--- src/rtl/pdps_pkg.sv ---
`timescale 1ns / 1ps
package pdps_pkg;

    // path command codes
    localparam logic [1:0] OP_MOVE  = 2'd0;
    localparam logic [1:0] OP_LINE  = 2'd1;
    localparam logic [1:0] OP_CLOSE = 2'd2;
    localparam logic [1:0] OP_CURVE = 2'd3;

    // register map, byte address = 4 * index
    localparam int          REG_IDX_W        = 3;
    localparam logic [2:0]  REG_DASH_COUNT   = 3'd0;
    localparam logic [2:0]  REG_DASH_LEN_0   = 3'd1;
    localparam logic [2:0]  REG_DASH_LEN_5   = 3'd6;
    localparam logic [2:0]  REG_PHASE_OFFSET = 3'd7;

    localparam int APB_ADDR_W = 5;
    localparam int APB_DATA_W = 32;

    localparam int NUM_DASH     = 6;
    localparam int DASH_W       = 24;
    localparam int DASH_COUNT_W = 3;

    localparam logic [DASH_COUNT_W-1:0] DASH_COUNT_RST = 3'd2;
    localparam logic [DASH_W-1:0]       DASH_LEN_RST   = 24'd1024;

    typedef logic [DASH_W-1:0] dash_len_t;

endpackage

--- src/rtl/pdps_cmd_if.sv ---
`timescale 1ns / 1ps
interface pdps_cmd_if #(
    parameter int COORD_BITS = 24
) ();
    logic                         valid;
    logic                         ready;
    logic [1:0]                   operation;
    logic signed [COORD_BITS-1:0] point_x;
    logic signed [COORD_BITS-1:0] point_y;

    modport source (output valid, output operation, output point_x, output point_y,
                    input ready);
    modport sink (input valid, input operation, input point_x, input point_y,
                  output ready);
endinterface

--- src/rtl/pdps_piece_if.sv ---
`timescale 1ns / 1ps
interface pdps_piece_if #(
    parameter int COORD_BITS = 24
) ();
    logic                         valid;
    logic                         ready;
    logic signed [COORD_BITS-1:0] piece_start_x;
    logic signed [COORD_BITS-1:0] piece_start_y;
    logic signed [COORD_BITS-1:0] piece_end_x;
    logic signed [COORD_BITS-1:0] piece_end_y;
    logic                         last_piece;
    logic                         piece_overflow;

    modport source (output valid, output piece_start_x, output piece_start_y,
                    output piece_end_x, output piece_end_y, output last_piece,
                    output piece_overflow, input ready);
    modport sink (input valid, input piece_start_x, input piece_start_y,
                  input piece_end_x, input piece_end_y, input last_piece,
                  input piece_overflow, output ready);
endinterface

--- src/rtl/polyline_dash_pattern_splitter.sv ---
`timescale 1ns / 1ps
// channel   direction  handshake          word
// --------  ---------  -----------------  ----------------------------------------------
// cmd       in         valid/ready        operation, point_x, point_y
// piece     out        valid/ready        start x/y, end x/y, last_piece, piece_overflow
// apb       in         psel/penable       dash pattern and phase offset registers
//
// one command word at a time; cmd.ready is high only while the sequencer is idle
// move: offset modulo through the shared divider, then a seek through the entries
// line/close: squares and a shift/subtract root for the length, then the pattern
// is stepped through; each dash piece gets a handover and four multiply/divide
// passes, one per end point coordinate
// curves, and segments without a current point, are taken without leaving idle
// rst_n clears the pattern state and loads the register reset values
// a full output register stalls the sequencer before the next piece is handed over
module polyline_dash_pattern_splitter #(
    parameter int COORD_BITS       = 24,
    parameter int MAX_DASH_ENTRIES = 6,
    parameter int MAX_PIECES       = 64
) (
    input  logic                             clk,
    input  logic                             rst_n,
    input  logic                             psel,
    input  logic                             penable,
    input  logic                             pwrite,
    input  logic [pdps_pkg::APB_ADDR_W-1:0]  paddr,
    input  logic [pdps_pkg::APB_DATA_W-1:0]  pwdata,
    output logic [pdps_pkg::APB_DATA_W-1:0]  prdata,
    output logic                             pready,
    pdps_cmd_if.sink                         cmd,
    pdps_piece_if.source                     piece
);
    import pdps_pkg::*;

    // derived widths
    localparam int C      = COORD_BITS;
    localparam int A_W    = (C > 31) ? 31 : C;             // operand of the squares
    localparam int ROOT_W = A_W + 1;                       // floor root of a*a+b*b
    localparam int LEN_W  = ROOT_W + 1;                    // root shifted back up
    localparam int DIV_W  = (LEN_W > 32) ? 32 : LEN_W;     // divisor after scaling
    localparam int D_W    = (LEN_W > DASH_W) ? LEN_W : DASH_W;
    localparam int TOT_W  = DASH_W + 3;
    localparam int MB_W   = (DIV_W > A_W) ? DIV_W : A_W;
    localparam int PW     = C + MB_W;
    localparam int SQ_W   = 2 * ROOT_W;
    localparam int NUM_A  = (PW + 1 > SQ_W) ? PW + 1 : SQ_W;
    localparam int NUM_W  = (NUM_A > D_W) ? NUM_A : D_W;
    localparam int R_A    = (TOT_W > DIV_W) ? TOT_W : DIV_W;
    localparam int R_B    = (R_A > ROOT_W + 2) ? R_A : ROOT_W + 2;
    localparam int R_W    = R_B + 1;
    localparam int IT_A   = (D_W > C) ? D_W : C;
    localparam int IT_MAX = (IT_A > ROOT_W) ? IT_A : ROOT_W;
    localparam int IT_W   = $clog2(IT_MAX + 1);
    localparam int CNT_W  = $clog2(MAX_PIECES + 1);

    // sequencer states
    localparam logic [3:0] S_IDLE  = 4'd0;
    localparam logic [3:0] S_SQA   = 4'd1;   // a*a
    localparam logic [3:0] S_SQB   = 4'd2;   // + b*b
    localparam logic [3:0] S_SQRT  = 4'd3;   // root, one bit a cycle
    localparam logic [3:0] S_LEN   = 4'd4;
    localparam logic [3:0] S_WALK  = 4'd5;   // one pattern step a cycle unless a piece is pushed
    localparam logic [3:0] S_PUSH  = 4'd6;   // hand the previous piece over
    localparam logic [3:0] S_MUL   = 4'd7;   // |d| * t + len/2
    localparam logic [3:0] S_DLOAD = 4'd8;
    localparam logic [3:0] S_DIV   = 4'd9;   // quotient, one bit a cycle
    localparam logic [3:0] S_PT    = 4'd10;
    localparam logic [3:0] S_FF    = 4'd11;  // advance without drawing
    localparam logic [3:0] S_MOD   = 4'd12;  // remainder by the pattern total
    localparam logic [3:0] S_SEEK  = 4'd13;
    localparam logic [3:0] S_FIN   = 4'd14;

    // configuration
    logic [DASH_COUNT_W-1:0] dash_count_reg;
    dash_len_t               dash_len_reg [NUM_DASH];
    dash_len_t               phase_offset_reg;

    // pattern and path state
    logic [3:0]           state_reg, state_next;
    logic [C-1:0]         cur_x_reg, cur_x_next, cur_y_reg, cur_y_next;
    logic [C-1:0]         sub_x_reg, sub_x_next, sub_y_reg, sub_y_next;
    logic                 has_point_reg, has_point_next;
    logic [2:0]           idx_reg, idx_next;
    dash_len_t            phase_reg, phase_next;

    // segment
    logic [C-1:0]         base_x_reg, base_x_next, base_y_reg, base_y_next;
    logic                 neg_x_reg, neg_x_next, neg_y_reg, neg_y_next;
    logic [C-1:0]         adx_reg, adx_next, ady_reg, ady_next;
    logic [LEN_W-1:0]     len_reg, len_next, trav_reg, trav_next;
    logic [LEN_W-1:0]     t0_reg, t0_next, t1_reg, t1_next;
    logic [D_W-1:0]       d_reg, d_next;
    logic [CNT_W-1:0]     count_reg, count_next;
    logic                 ovf_reg, ovf_next;
    logic [3:0]           mod_ret_reg, mod_ret_next;

    // shared shift/subtract unit
    logic [NUM_W-1:0]     num_reg, num_next;
    logic [R_W-1:0]       rem_reg, rem_next;
    logic [ROOT_W-1:0]    quo_reg, quo_next;
    logic [IT_W-1:0]      iter_reg, iter_next;

    // pending piece and output register
    logic [1:0]           sel_reg, sel_next;
    logic [C-1:0]         pend_reg [4];
    logic [C-1:0]         pend_wdata;
    logic                 pend_we;
    logic                 pend_valid_reg, pend_valid_next;
    logic                 load_out, load_last;
    logic                 out_valid_reg;
    logic [C-1:0]         out_sx_reg, out_sy_reg, out_ex_reg, out_ey_reg;
    logic                 out_last_reg, out_ovf_reg;
    logic                 out_free;

    // combinational helpers
    logic [2:0]           n_act;
    logic [TOT_W-1:0]     tot_w;
    logic                 any_dash_w;
    dash_len_t            e_cur, rem_e;
    logic [2:0]           idx_inc;
    logic [LEN_W-1:0]     left_w;
    logic [D_W-1:0]       rem_d, left_d, step_d, ff_left;
    logic                 sh_w, rsh_w;
    logic [DIV_W-1:0]     ls_w, ts_w;
    logic [LEN_W-1:0]     root_len;
    logic [C-1:0]         tgt_x, tgt_y;
    logic [C:0]           dfx, dfy;
    logic [C-1:0]         mul_a;
    logic [MB_W-1:0]      mul_b;
    logic [PW-1:0]        prod_w;
    logic [R_W-1:0]       sq_try, sq_trial, dv_try, dv_div;
    logic [C-1:0]         pt_base, pt_q;
    logic                 pt_neg;
    logic                 cmd_acc;
    logic [REG_IDX_W-1:0] widx;

    assign pready  = 1'b1;
    assign widx    = paddr[APB_ADDR_W-1:2];
    assign cmd_acc = cmd.valid && (state_reg == S_IDLE);
    assign cmd.ready = (state_reg == S_IDLE);

    // configuration registers
    always_ff @(posedge clk or negedge rst_n)
    begin
        if (!rst_n)
        begin
            dash_count_reg   <= DASH_COUNT_RST;
            for (int i = 0; i < NUM_DASH; i++)
            begin
                dash_len_reg[i] <= DASH_LEN_RST;
            end
            phase_offset_reg <= '0;
        end
        else if (psel && penable && pwrite)
        begin
            unique case (widx) inside
                REG_DASH_COUNT:
                    dash_count_reg <= pwdata[DASH_COUNT_W-1:0];
                [REG_DASH_LEN_0:REG_DASH_LEN_5]:
                    dash_len_reg[widx - REG_DASH_LEN_0] <= pwdata[DASH_W-1:0];
                REG_PHASE_OFFSET:
                    phase_offset_reg <= pwdata[DASH_W-1:0];
                default:
                    ;
            endcase
        end
    end

    always_comb
    begin
        unique case (widx) inside
            REG_DASH_COUNT:
                prdata = APB_DATA_W'(dash_count_reg);
            [REG_DASH_LEN_0:REG_DASH_LEN_5]:
                prdata = APB_DATA_W'(dash_len_reg[widx - REG_DASH_LEN_0]);
            REG_PHASE_OFFSET:
                prdata = APB_DATA_W'(phase_offset_reg);
            default:
                prdata = '0;
        endcase
    end

    // active entry count, clamped, and the pattern total
    always_comb
    begin
        n_act = (dash_count_reg > 3'(MAX_DASH_ENTRIES)) ? 3'(MAX_DASH_ENTRIES)
                                                        : dash_count_reg;
        if (n_act < 3'd2)
        begin
            n_act = 3'd2;
        end
        tot_w      = '0;
        any_dash_w = 1'b0;
        for (int i = 0; i < NUM_DASH; i++)
        begin
            if (3'(i) < n_act)
            begin
                tot_w = tot_w + TOT_W'(dash_len_reg[i]);
                if ((i % 2 == 0) && (dash_len_reg[i] != '0))
                begin
                    any_dash_w = 1'b1;
                end
            end
        end
    end

    // pattern step: what is left of the current entry and of the segment
    always_comb
    begin
        e_cur   = (idx_reg < 3'(NUM_DASH)) ? dash_len_reg[idx_reg] : '0;
        rem_e   = (e_cur > phase_reg) ? e_cur - phase_reg : '0;
        idx_inc = (({1'b0, idx_reg} + 4'd1) >= {1'b0, n_act}) ? 3'd0 : idx_reg + 3'd1;
        left_w  = len_reg - trav_reg;
        rem_d   = D_W'(rem_e);
        left_d  = D_W'(left_w);
        step_d  = (rem_d < left_d) ? rem_d : left_d;
        ff_left = d_reg - rem_d;
    end

    // segment geometry and operand scaling
    always_comb
    begin
        tgt_x    = (cmd.operation == OP_CLOSE) ? sub_x_reg : C'(cmd.point_x);
        tgt_y    = (cmd.operation == OP_CLOSE) ? sub_y_reg : C'(cmd.point_y);
        dfx      = {tgt_x[C-1], tgt_x} - {cur_x_reg[C-1], cur_x_reg};
        dfy      = {tgt_y[C-1], tgt_y} - {cur_y_reg[C-1], cur_y_reg};
        sh_w     = ((adx_reg >> 31) != '0) || ((ady_reg >> 31) != '0);
        rsh_w    = (len_reg >> 32) != '0;
        ls_w     = DIV_W'(len_reg >> rsh_w);
        ts_w     = DIV_W'((sel_reg[1] ? t1_reg : t0_reg) >> rsh_w);
        root_len = LEN_W'(quo_reg) << sh_w;
    end

    // shared multiplier
    always_comb
    begin
        case (state_reg)
            S_SQA:
            begin
                mul_a = C'(A_W'(adx_reg >> sh_w));
                mul_b = MB_W'(A_W'(adx_reg >> sh_w));
            end
            S_SQB:
            begin
                mul_a = C'(A_W'(ady_reg >> sh_w));
                mul_b = MB_W'(A_W'(ady_reg >> sh_w));
            end
            default:
            begin
                mul_a = sel_reg[0] ? ady_reg : adx_reg;
                mul_b = MB_W'(ts_w);
            end
        endcase
        prod_w = PW'(mul_a) * PW'(mul_b);
    end

    // shared shift/subtract step (root and divide)
    always_comb
    begin
        sq_try   = {rem_reg[R_W-3:0], num_reg[NUM_W-1 -: 2]};
        sq_trial = R_W'({quo_reg, 2'b01});
        dv_try   = {rem_reg[R_W-2:0], num_reg[NUM_W-1]};
        dv_div   = (state_reg == S_MOD) ? R_W'(tot_w) : R_W'(ls_w);
        pt_q     = C'(quo_reg);
        pt_base  = sel_reg[0] ? base_y_reg : base_x_reg;
        pt_neg   = sel_reg[0] ? neg_y_reg : neg_x_reg;
        pend_wdata = pt_neg ? pt_base - pt_q : pt_base + pt_q;
    end

    assign out_free = !out_valid_reg || piece.ready;

    // sequencer
    always_comb
    begin
        state_next      = state_reg;
        cur_x_next      = cur_x_reg;
        cur_y_next      = cur_y_reg;
        sub_x_next      = sub_x_reg;
        sub_y_next      = sub_y_reg;
        has_point_next  = has_point_reg;
        idx_next        = idx_reg;
        phase_next      = phase_reg;
        base_x_next     = base_x_reg;
        base_y_next     = base_y_reg;
        neg_x_next      = neg_x_reg;
        neg_y_next      = neg_y_reg;
        adx_next        = adx_reg;
        ady_next        = ady_reg;
        len_next        = len_reg;
        trav_next       = trav_reg;
        t0_next         = t0_reg;
        t1_next         = t1_reg;
        d_next          = d_reg;
        count_next      = count_reg;
        ovf_next        = ovf_reg;
        mod_ret_next    = mod_ret_reg;
        num_next        = num_reg;
        rem_next        = rem_reg;
        quo_next        = quo_reg;
        iter_next       = iter_reg;
        sel_next        = sel_reg;
        pend_valid_next = pend_valid_reg;
        pend_we         = 1'b0;
        load_out        = 1'b0;
        load_last       = 1'b0;

        unique case (state_reg)
            S_IDLE:
            begin
                if (cmd_acc)
                begin
                    case (cmd.operation)
                        OP_MOVE:
                        begin
                            cur_x_next     = C'(cmd.point_x);
                            cur_y_next     = C'(cmd.point_y);
                            sub_x_next     = C'(cmd.point_x);
                            sub_y_next     = C'(cmd.point_y);
                            has_point_next = 1'b1;
                            idx_next       = '0;
                            phase_next     = '0;
                            if (tot_w != '0)
                            begin
                                num_next     = NUM_W'(D_W'(phase_offset_reg)) << (NUM_W - D_W);
                                rem_next     = '0;
                                iter_next    = IT_W'(D_W);
                                mod_ret_next = S_SEEK;
                                state_next   = S_MOD;
                            end
                        end
                        OP_LINE, OP_CLOSE:
                        begin
                            cur_x_next = tgt_x;
                            cur_y_next = tgt_y;
                            if (has_point_reg)
                            begin
                                base_x_next = cur_x_reg;
                                base_y_next = cur_y_reg;
                                neg_x_next  = dfx[C];
                                neg_y_next  = dfy[C];
                                adx_next    = dfx[C] ? C'(-dfx) : C'(dfx);
                                ady_next    = dfy[C] ? C'(-dfy) : C'(dfy);
                                state_next  = S_SQA;
                            end
                        end
                        default:
                            ;
                    endcase
                end
            end

            S_SQA:
            begin
                num_next   = NUM_W'(prod_w);
                state_next = S_SQB;
            end

            S_SQB:
            begin
                num_next   = (num_reg + NUM_W'(prod_w)) << (NUM_W - SQ_W);
                rem_next   = '0;
                quo_next   = '0;
                iter_next  = IT_W'(ROOT_W);
                state_next = S_SQRT;
            end

            S_SQRT:
            begin
                num_next = num_reg << 2;
                if (sq_try >= sq_trial)
                begin
                    rem_next = sq_try - sq_trial;
                    quo_next = {quo_reg[ROOT_W-2:0], 1'b1};
                end
                else
                begin
                    rem_next = sq_try;
                    quo_next = {quo_reg[ROOT_W-2:0], 1'b0};
                end
                iter_next = iter_reg - 1'b1;
                if (iter_reg == IT_W'(1))
                begin
                    state_next = S_LEN;
                end
            end

            S_LEN:
            begin
                len_next = root_len;
                if ((root_len == '0) || (tot_w == '0))
                begin
                    state_next = S_IDLE;
                end
                else
                begin
                    if (idx_reg >= n_act)
                    begin
                        idx_next   = '0;
                        phase_next = '0;
                    end
                    trav_next  = '0;
                    count_next = '0;
                    ovf_next   = 1'b0;
                    if (any_dash_w)
                    begin
                        state_next = S_WALK;
                    end
                    else
                    begin
                        d_next     = D_W'(root_len);
                        state_next = S_FF;
                    end
                end
            end

            S_WALK:
            begin
                if (trav_reg >= len_reg)
                begin
                    state_next = S_FIN;
                end
                else if (!idx_reg[0] && (step_d != '0) && (count_reg >= CNT_W'(MAX_PIECES)))
                begin
                    // piece limit: the rest of the segment only moves the pattern on
                    ovf_next   = 1'b1;
                    d_next     = left_d;
                    state_next = S_FF;
                end
                else
                begin
                    if (!idx_reg[0] && (step_d != '0))
                    begin
                        t0_next    = trav_reg;
                        t1_next    = trav_reg + LEN_W'(step_d);
                        count_next = count_reg + 1'b1;
                        state_next = S_PUSH;
                    end
                    trav_next = trav_reg + LEN_W'(step_d);
                    if (step_d < rem_d)
                    begin
                        phase_next = phase_reg + DASH_W'(step_d);
                    end
                    else
                    begin
                        phase_next = '0;
                        idx_next   = idx_inc;
                    end
                end
            end

            S_PUSH:
            begin
                if (!pend_valid_reg || out_free)
                begin
                    load_out        = pend_valid_reg;
                    pend_valid_next = 1'b0;
                    sel_next        = '0;
                    state_next      = S_MUL;
                end
            end

            S_MUL:
            begin
                num_next   = NUM_W'(prod_w) + NUM_W'(ls_w >> 1);
                state_next = S_DLOAD;
            end

            S_DLOAD:
            begin
                rem_next   = R_W'(num_reg >> C);
                num_next   = num_reg << (NUM_W - C);
                quo_next   = '0;
                iter_next  = IT_W'(C);
                state_next = S_DIV;
            end

            S_DIV, S_MOD:
            begin
                num_next = num_reg << 1;
                if (dv_try >= dv_div)
                begin
                    rem_next = dv_try - dv_div;
                    quo_next = {quo_reg[ROOT_W-2:0], 1'b1};
                end
                else
                begin
                    rem_next = dv_try;
                    quo_next = {quo_reg[ROOT_W-2:0], 1'b0};
                end
                iter_next = iter_reg - 1'b1;
                if (iter_reg == IT_W'(1))
                begin
                    if (state_reg == S_DIV)
                    begin
                        state_next = S_PT;
                    end
                    else
                    begin
                        d_next     = D_W'(rem_next);
                        state_next = mod_ret_reg;
                    end
                end
            end

            S_PT:
            begin
                pend_we  = 1'b1;
                sel_next = sel_reg + 1'b1;
                if (sel_reg == 2'd3)
                begin
                    pend_valid_next = 1'b1;
                    state_next      = S_WALK;
                end
                else
                begin
                    state_next = S_MUL;
                end
            end

            S_FF:
            begin
                if (d_reg == '0)
                begin
                    state_next = S_FIN;
                end
                else if (d_reg < rem_d)
                begin
                    phase_next = phase_reg + DASH_W'(d_reg);
                    state_next = S_FIN;
                end
                else
                begin
                    phase_next = '0;
                    idx_next   = idx_inc;
                    d_next     = ff_left;
                    // whole pattern turns are folded away by the divider
                    if ((idx_inc == '0) && (R_W'(ff_left) >= R_W'(tot_w)))
                    begin
                        num_next     = NUM_W'(ff_left) << (NUM_W - D_W);
                        rem_next     = '0;
                        iter_next    = IT_W'(D_W);
                        mod_ret_next = S_FF;
                        state_next   = S_MOD;
                    end
                end
            end

            S_SEEK:
            begin
                if (d_reg >= D_W'(e_cur))
                begin
                    d_next   = d_reg - D_W'(e_cur);
                    idx_next = idx_inc;
                end
                else
                begin
                    phase_next = DASH_W'(d_reg);
                    state_next = S_IDLE;
                end
            end

            S_FIN:
            begin
                if (!pend_valid_reg)
                begin
                    state_next = S_IDLE;
                end
                else if (out_free)
                begin
                    load_out        = 1'b1;
                    load_last       = 1'b1;
                    pend_valid_next = 1'b0;
                    state_next      = S_IDLE;
                end
            end

            default:
                state_next = S_IDLE;
        endcase
    end

    always_ff @(posedge clk or negedge rst_n)
    begin
        if (!rst_n)
        begin
            state_reg      <= S_IDLE;
            cur_x_reg      <= '0;
            cur_y_reg      <= '0;
            sub_x_reg      <= '0;
            sub_y_reg      <= '0;
            has_point_reg  <= 1'b0;
            idx_reg        <= '0;
            phase_reg      <= '0;
            pend_valid_reg <= 1'b0;
            count_reg      <= '0;
            ovf_reg        <= 1'b0;
            iter_reg       <= '0;
            sel_reg        <= '0;
            mod_ret_reg    <= S_IDLE;
        end
        else
        begin
            state_reg      <= state_next;
            cur_x_reg      <= cur_x_next;
            cur_y_reg      <= cur_y_next;
            sub_x_reg      <= sub_x_next;
            sub_y_reg      <= sub_y_next;
            has_point_reg  <= has_point_next;
            idx_reg        <= idx_next;
            phase_reg      <= phase_next;
            pend_valid_reg <= pend_valid_next;
            count_reg      <= count_next;
            ovf_reg        <= ovf_next;
            iter_reg       <= iter_next;
            sel_reg        <= sel_next;
            mod_ret_reg    <= mod_ret_next;
        end
    end

    // datapath, no reset needed
    always_ff @(posedge clk)
    begin
        base_x_reg <= base_x_next;
        base_y_reg <= base_y_next;
        neg_x_reg  <= neg_x_next;
        neg_y_reg  <= neg_y_next;
        adx_reg    <= adx_next;
        ady_reg    <= ady_next;
        len_reg    <= len_next;
        trav_reg   <= trav_next;
        t0_reg     <= t0_next;
        t1_reg     <= t1_next;
        d_reg      <= d_next;
        num_reg    <= num_next;
        rem_reg    <= rem_next;
        quo_reg    <= quo_next;
        if (pend_we)
        begin
            pend_reg[sel_reg] <= pend_wdata;
        end
    end

    // output register
    always_ff @(posedge clk or negedge rst_n)
    begin
        if (!rst_n)
        begin
            out_valid_reg <= 1'b0;
        end
        else if (load_out)
        begin
            out_valid_reg <= 1'b1;
        end
        else if (piece.ready)
        begin
            out_valid_reg <= 1'b0;
        end
    end

    always_ff @(posedge clk)
    begin
        if (load_out)
        begin
            out_sx_reg   <= pend_reg[0];
            out_sy_reg   <= pend_reg[1];
            out_ex_reg   <= pend_reg[2];
            out_ey_reg   <= pend_reg[3];
            out_last_reg <= load_last;
            out_ovf_reg  <= load_last && ovf_reg;
        end
    end

    assign piece.valid          = out_valid_reg;
    assign piece.piece_start_x  = out_sx_reg;
    assign piece.piece_start_y  = out_sy_reg;
    assign piece.piece_end_x    = out_ex_reg;
    assign piece.piece_end_y    = out_ey_reg;
    assign piece.last_piece     = out_last_reg;
    assign piece.piece_overflow = out_ovf_reg;

endmodule

--- src/flat_wrapper.sv ---
// flat-port wrapper written by rule: the top's interface ports become plain ports
module polyline_dash_pattern_splitter_flat import pdps_pkg::*;
#(
    parameter int COORD_BITS       = 24,
    parameter int MAX_DASH_ENTRIES = 6,
    parameter int MAX_PIECES       = 64
)
  (clk, rst_n, psel, penable, pwrite, paddr, pwdata, prdata, pready, cmd_valid, cmd_operation, cmd_point_x, cmd_point_y, cmd_ready, piece_valid, piece_piece_start_x, piece_piece_start_y, piece_piece_end_x, piece_piece_end_y, piece_last_piece, piece_piece_overflow, piece_ready);
  pdps_cmd_if #(.COORD_BITS(COORD_BITS)) cmd_i ();
  pdps_piece_if #(.COORD_BITS(COORD_BITS)) piece_i ();
  input  logic clk;
  input  logic rst_n;
  input  logic psel;
  input  logic penable;
  input  logic pwrite;
  input  logic [pdps_pkg::APB_ADDR_W-1:0] paddr;
  input  logic [pdps_pkg::APB_DATA_W-1:0] pwdata;
  output logic [pdps_pkg::APB_DATA_W-1:0] prdata;
  output logic pready;
  input wire logic [$bits(cmd_i.valid)-1:0] cmd_valid;
  input wire logic [$bits(cmd_i.operation)-1:0] cmd_operation;
  input wire logic [$bits(cmd_i.point_x)-1:0] cmd_point_x;
  input wire logic [$bits(cmd_i.point_y)-1:0] cmd_point_y;
  output wire logic [$bits(cmd_i.ready)-1:0] cmd_ready;
  output wire logic [$bits(piece_i.valid)-1:0] piece_valid;
  output wire logic [$bits(piece_i.piece_start_x)-1:0] piece_piece_start_x;
  output wire logic [$bits(piece_i.piece_start_y)-1:0] piece_piece_start_y;
  output wire logic [$bits(piece_i.piece_end_x)-1:0] piece_piece_end_x;
  output wire logic [$bits(piece_i.piece_end_y)-1:0] piece_piece_end_y;
  output wire logic [$bits(piece_i.last_piece)-1:0] piece_last_piece;
  output wire logic [$bits(piece_i.piece_overflow)-1:0] piece_piece_overflow;
  input wire logic [$bits(piece_i.ready)-1:0] piece_ready;
  assign cmd_i.valid = cmd_valid;
  assign cmd_i.operation = cmd_operation;
  assign cmd_i.point_x = cmd_point_x;
  assign cmd_i.point_y = cmd_point_y;
  assign cmd_ready = cmd_i.ready;
  assign piece_valid = piece_i.valid;
  assign piece_piece_start_x = piece_i.piece_start_x;
  assign piece_piece_start_y = piece_i.piece_start_y;
  assign piece_piece_end_x = piece_i.piece_end_x;
  assign piece_piece_end_y = piece_i.piece_end_y;
  assign piece_last_piece = piece_i.last_piece;
  assign piece_piece_overflow = piece_i.piece_overflow;
  assign piece_i.ready = piece_ready;
  polyline_dash_pattern_splitter #(.COORD_BITS(COORD_BITS), .MAX_DASH_ENTRIES(MAX_DASH_ENTRIES), .MAX_PIECES(MAX_PIECES)) u_core (.clk(clk), .rst_n(rst_n), .psel(psel), .penable(penable), .pwrite(pwrite), .paddr(paddr), .pwdata(pwdata), .prdata(prdata), .pready(pready), .cmd(cmd_i), .piece(piece_i));
endmodule
--- config.mk ---
export PLATFORM = sky130hd
export DESIGN_NAME = polyline_dash_pattern_splitter_flat
export DESIGN_NICKNAME = d
export VERILOG_FILES = /design/src/rtl/pdps_pkg.sv /design/src/rtl/pdps_cmd_if.sv /design/src/rtl/pdps_piece_if.sv /design/src/rtl/polyline_dash_pattern_splitter.sv /design/src/flat_wrapper.sv
export SDC_FILE = /design/constraint.sdc
export NUM_CORES = 2
export LEC_CHECK = 0
export BUFFER_PORTS_ARGS = -buffer_cell sky130_fd_sc_hd__buf_2
export CAP_MARGIN = 15
export CORE_MARGIN = 2
export CORE_UTILIZATION = 30
export DETAILED_ROUTE_END_ITERATION = 10
export PLACE_DENSITY_LB_ADDON = 0.15
export SYNTH_ARGS = -nofsm -noshare
export SYNTH_HDL_FRONTEND = slang
export SYNTH_SLANG_ARGS = --single-unit
--- constraint.sdc ---
create_clock -name clk -period 16.1 [get_ports clk]
set_input_delay 3.22 -clock clk [delete_from_list [all_inputs] [get_ports clk]]
set_output_delay 3.22 -clock clk [all_outputs]
set_load 0.01 [all_outputs]
==> impl_results.md <==
- Run status: finished clean
- Antenna viol nets, final: 0
- Pin count of the biggest net entering global routing: roughly 110
- Yosys Warn Count: 0
- Initial antenna violation count: 20
- Starting DRT DRC Count: 6842
- Hold buffers post-CTS: 0
- Port buffer count: around 210
- CP peak stage delay: ~850 ps
- R2r setup slk: just under 2000 ps
- Num CTS Buffers: around 110
- Max-cap check violation count: 0
- Initial core utilization: between 30 and 40%
- GR Util All Layers: 24.28%
- Row count: 196
- Final hold violations: 0
- Async SR Flop Fraction: between 30% and 40%
- Fin Setup TNS: 0 ps
- # IOs: between 200 and 250
- Setup crit start kind: register
- Die Area: 291900 µm²
- Worst Path Max Fanout: 19
- Area Growth Syn to Fin: 11.09%
- Avg Inst Size Synth: between 9 and 10 µm²
- Worst path arrival time: between 10000 and 15000 ps
- FF-to-FF path depth: 52
- Crit path max-delay cell type: o311ai_1
- Worst slew pin tran: 1176 ps
- First-pass GRT wire length: 520400 µm
- Most used cell, CP: ha_1
- Register area share after synthesis: 27.50%
- Post_cts resized: 0
- FF-to-FF End: u_core.d_reg[18]
- Chip width: around 540 µm
- Clock Path Buffers: 4
- Final net count: 10770
- Post-DP HPWL: a little under 300000 µm
- #FFs+latches synth: 843
- Final slew viol count: 0
- Fillers: 29240
- Worst setup EP type: register
- Tcrit/Tclk final: approximately 88%
- Clock root buffer: clkbuf_16
- Unrepaired setup endpoints after global routing: false
- Count of different cell masters after synthesis: around 110
- Number of global-route vias before repair: 72680
- CTS tree: done
- Most common flop cell mapped by yosys: edfxtp_1
- Share of cells above drive strength 1: 12.02%
- Slew HR: 21.06%
- Vias per inst: roughly 5.5
- Setup Viol. Count Final: 0
- Core footprint: ~290000 µm²
- Final clock skew: 119.7 ps
- H-tree lvl count: 3
- Drt first pass iters: 7
- Via count: between 70000 and 80000
- Clk_lat worst skew: between 800 and 900 ps
- Final RePlAce weighted congestion: 0.9820
- CTS sink cnt: 843
- Tmin final: 14160 ps
- Crit path required time: approximately 17000 ps
- Die Span Y: about 540 µm
- Worst Hold Path Cells: 0
- Crit path kind: reg -> reg
- Worst-path clk slew: approximately 60 ps
- Max reg flops: 144
- Drt wl/cell: 27.46 µm
- Largest delay contributor family on the critical path: compound AO/OA/AOI/OAI gates
- CP bufs+invs: 3
- Critical path launch point: u_core.dash_len_reg[120]
- Hold Path Origin: u_core.pend_reg[0][6]
- Synthesized cell area: about 86000 µm²
- R2r startpoint: u_core.dash_len_reg[120]
- Setup Fix Bufs, Post-CTS: 0
- Post-synth EDFFs: between 500 and 600
- Routed wire length: between 300000 and 400000 µm
- Hold Path Sink: piece_piece_start_x[6]
- Hold Crit Class: reg -> reg
- Drt drc: 0
- Synthesized instance count: 9225
- FMAX: 70.60 MHz
- Grt total ovfl: 0
==> placed cells by master, fill, tap and decap left out, drive strengths merged, types with 40 or more instances in the layout <==
cell type and count:
inv 923, edfxtp 524, o21ai 465, nor2b 93
nor2 668, a31oi 86, ha 761, mux2 401
a222oi 56, nand3 131, xnor2 328, nand2b 94
and3 63, a21oi 551, a211oi 78, nor4 60
xor2 170, buf 381, or2 42, a22oi 44
dfrtp 312, nand4 69, mux2i 144, and2 96
o21a 126, o31ai 40, nand2 943, clkinv 42
nor3 163, o211ai 52, o21bai 61, or3 40
fa 544, o22ai 41, clkbuf 141, a21o 206
==> worst max path at each step <==
stage	end	depth (start not counted)
3_3_place_gp	u_core.num_reg[47]	48
2_1_floorplan	u_core.num_reg[0]	48
6_report	u_core.d_reg[18]	52
5_1_grt	u_core.num_reg[47]	48
4_1_cts	u_core.d_reg[18]	52
3_5_place_dp	u_core.num_reg[47]	48
==> per-stage QoR <==
step	cells	hold WS [ps]	util (%)	worst slack, ps	cell area, µm²
floorplan	9233	400.3	-	3949	86300
global placement	13020	401.8	32.28	2294	92220
detailed placement	13020	404.5	32.28	2167	92230
CTS	13220	330.7	33.53	2093	95810
global route	13230	347.9	33.54	1168	95830
finish	13230	338.0	33.54	1936	95830
==> kinds of logic after synthesis <==
family          share of synthesized area (%)
flops                                   27.50
fa+ha+maj                               23.66
buf+inv                                 5.599
other cells                          0.008706
simple gates                            13.58
mux                                     7.741
xor+xnor                                5.073
compound gates                          16.83
==> final cells by class <==
cell class	count	area [µm²]	area share [%]
Tap cell	3762	4707	4.912
Clock buffer	141	3040	3.173
Multi-Input combinational cell	7118	57990	60.51
Sequential cell	843	23730	24.77
Inverter	920	3453	3.603
Antenna cell	6	15.01	0.01567
Timing Repair Buffer	381	2364	2.466
Clock inverter	57	530.5	0.5536
==> synthesized netlist by cell type, types with 126 or more instances <==
| cell | count | area share, % |
|---|---|---|
| o21a_1 | 126 | 1.1 |
| nor3_1 | 163 | 0.95 |
| mux2i_1 | 144 | 1.7 |
| xor2_1 | 170 | 1.7 |
| dfrtp_1 | 312 | 9.1 |
| nand3_1 | 130 | 0.75 |
| ha_1 | 761 | 11 |
| inv_1 | 916 | 4.0 |
| xnor2_1 | 326 | 3.3 |
| nand2_1 | 943 | 4.1 |
| o21ai_0 | 431 | 2.5 |
| edfxtp_1 | 524 | 18 |
| a21o_1 | 206 | 1.8 |
| mux2_2 | 401 | 5.2 |
| a21oi_1 | 548 | 3.2 |
| nor2_1 | 667 | 2.9 |
| clkbuf_1 | 289 | 1.3 |
| fa_1 | 544 | 13 |
==> worst register-to-register path: cells and delay by family (launching register included) <==
kind / cells / cell delay, ps
compound gates: 20 / 6090
xor+xnor: 5 / 970
fa+ha+maj: 7 / 2200
buf+inv: 3 / 680
flops: 1 / 430
mux: 2 / 400
simple gates: 15 / 3110
==> per-layer routing <==
metal / vias to the layer above / GRT usage [%] / wire [µm]
li1: 33080 / - / -
met1: 37230 / 32.96 / 160300
met2: 2469 / 38.72 / 164000
met3: 569 / 3.145 / 21580
met4: 6 / 10.24 / 17320
met5: - / 0 / 47
Power is not shown: default switching activity piles up to over one toggle a cycle in this logic, so the estimate is an artifact.
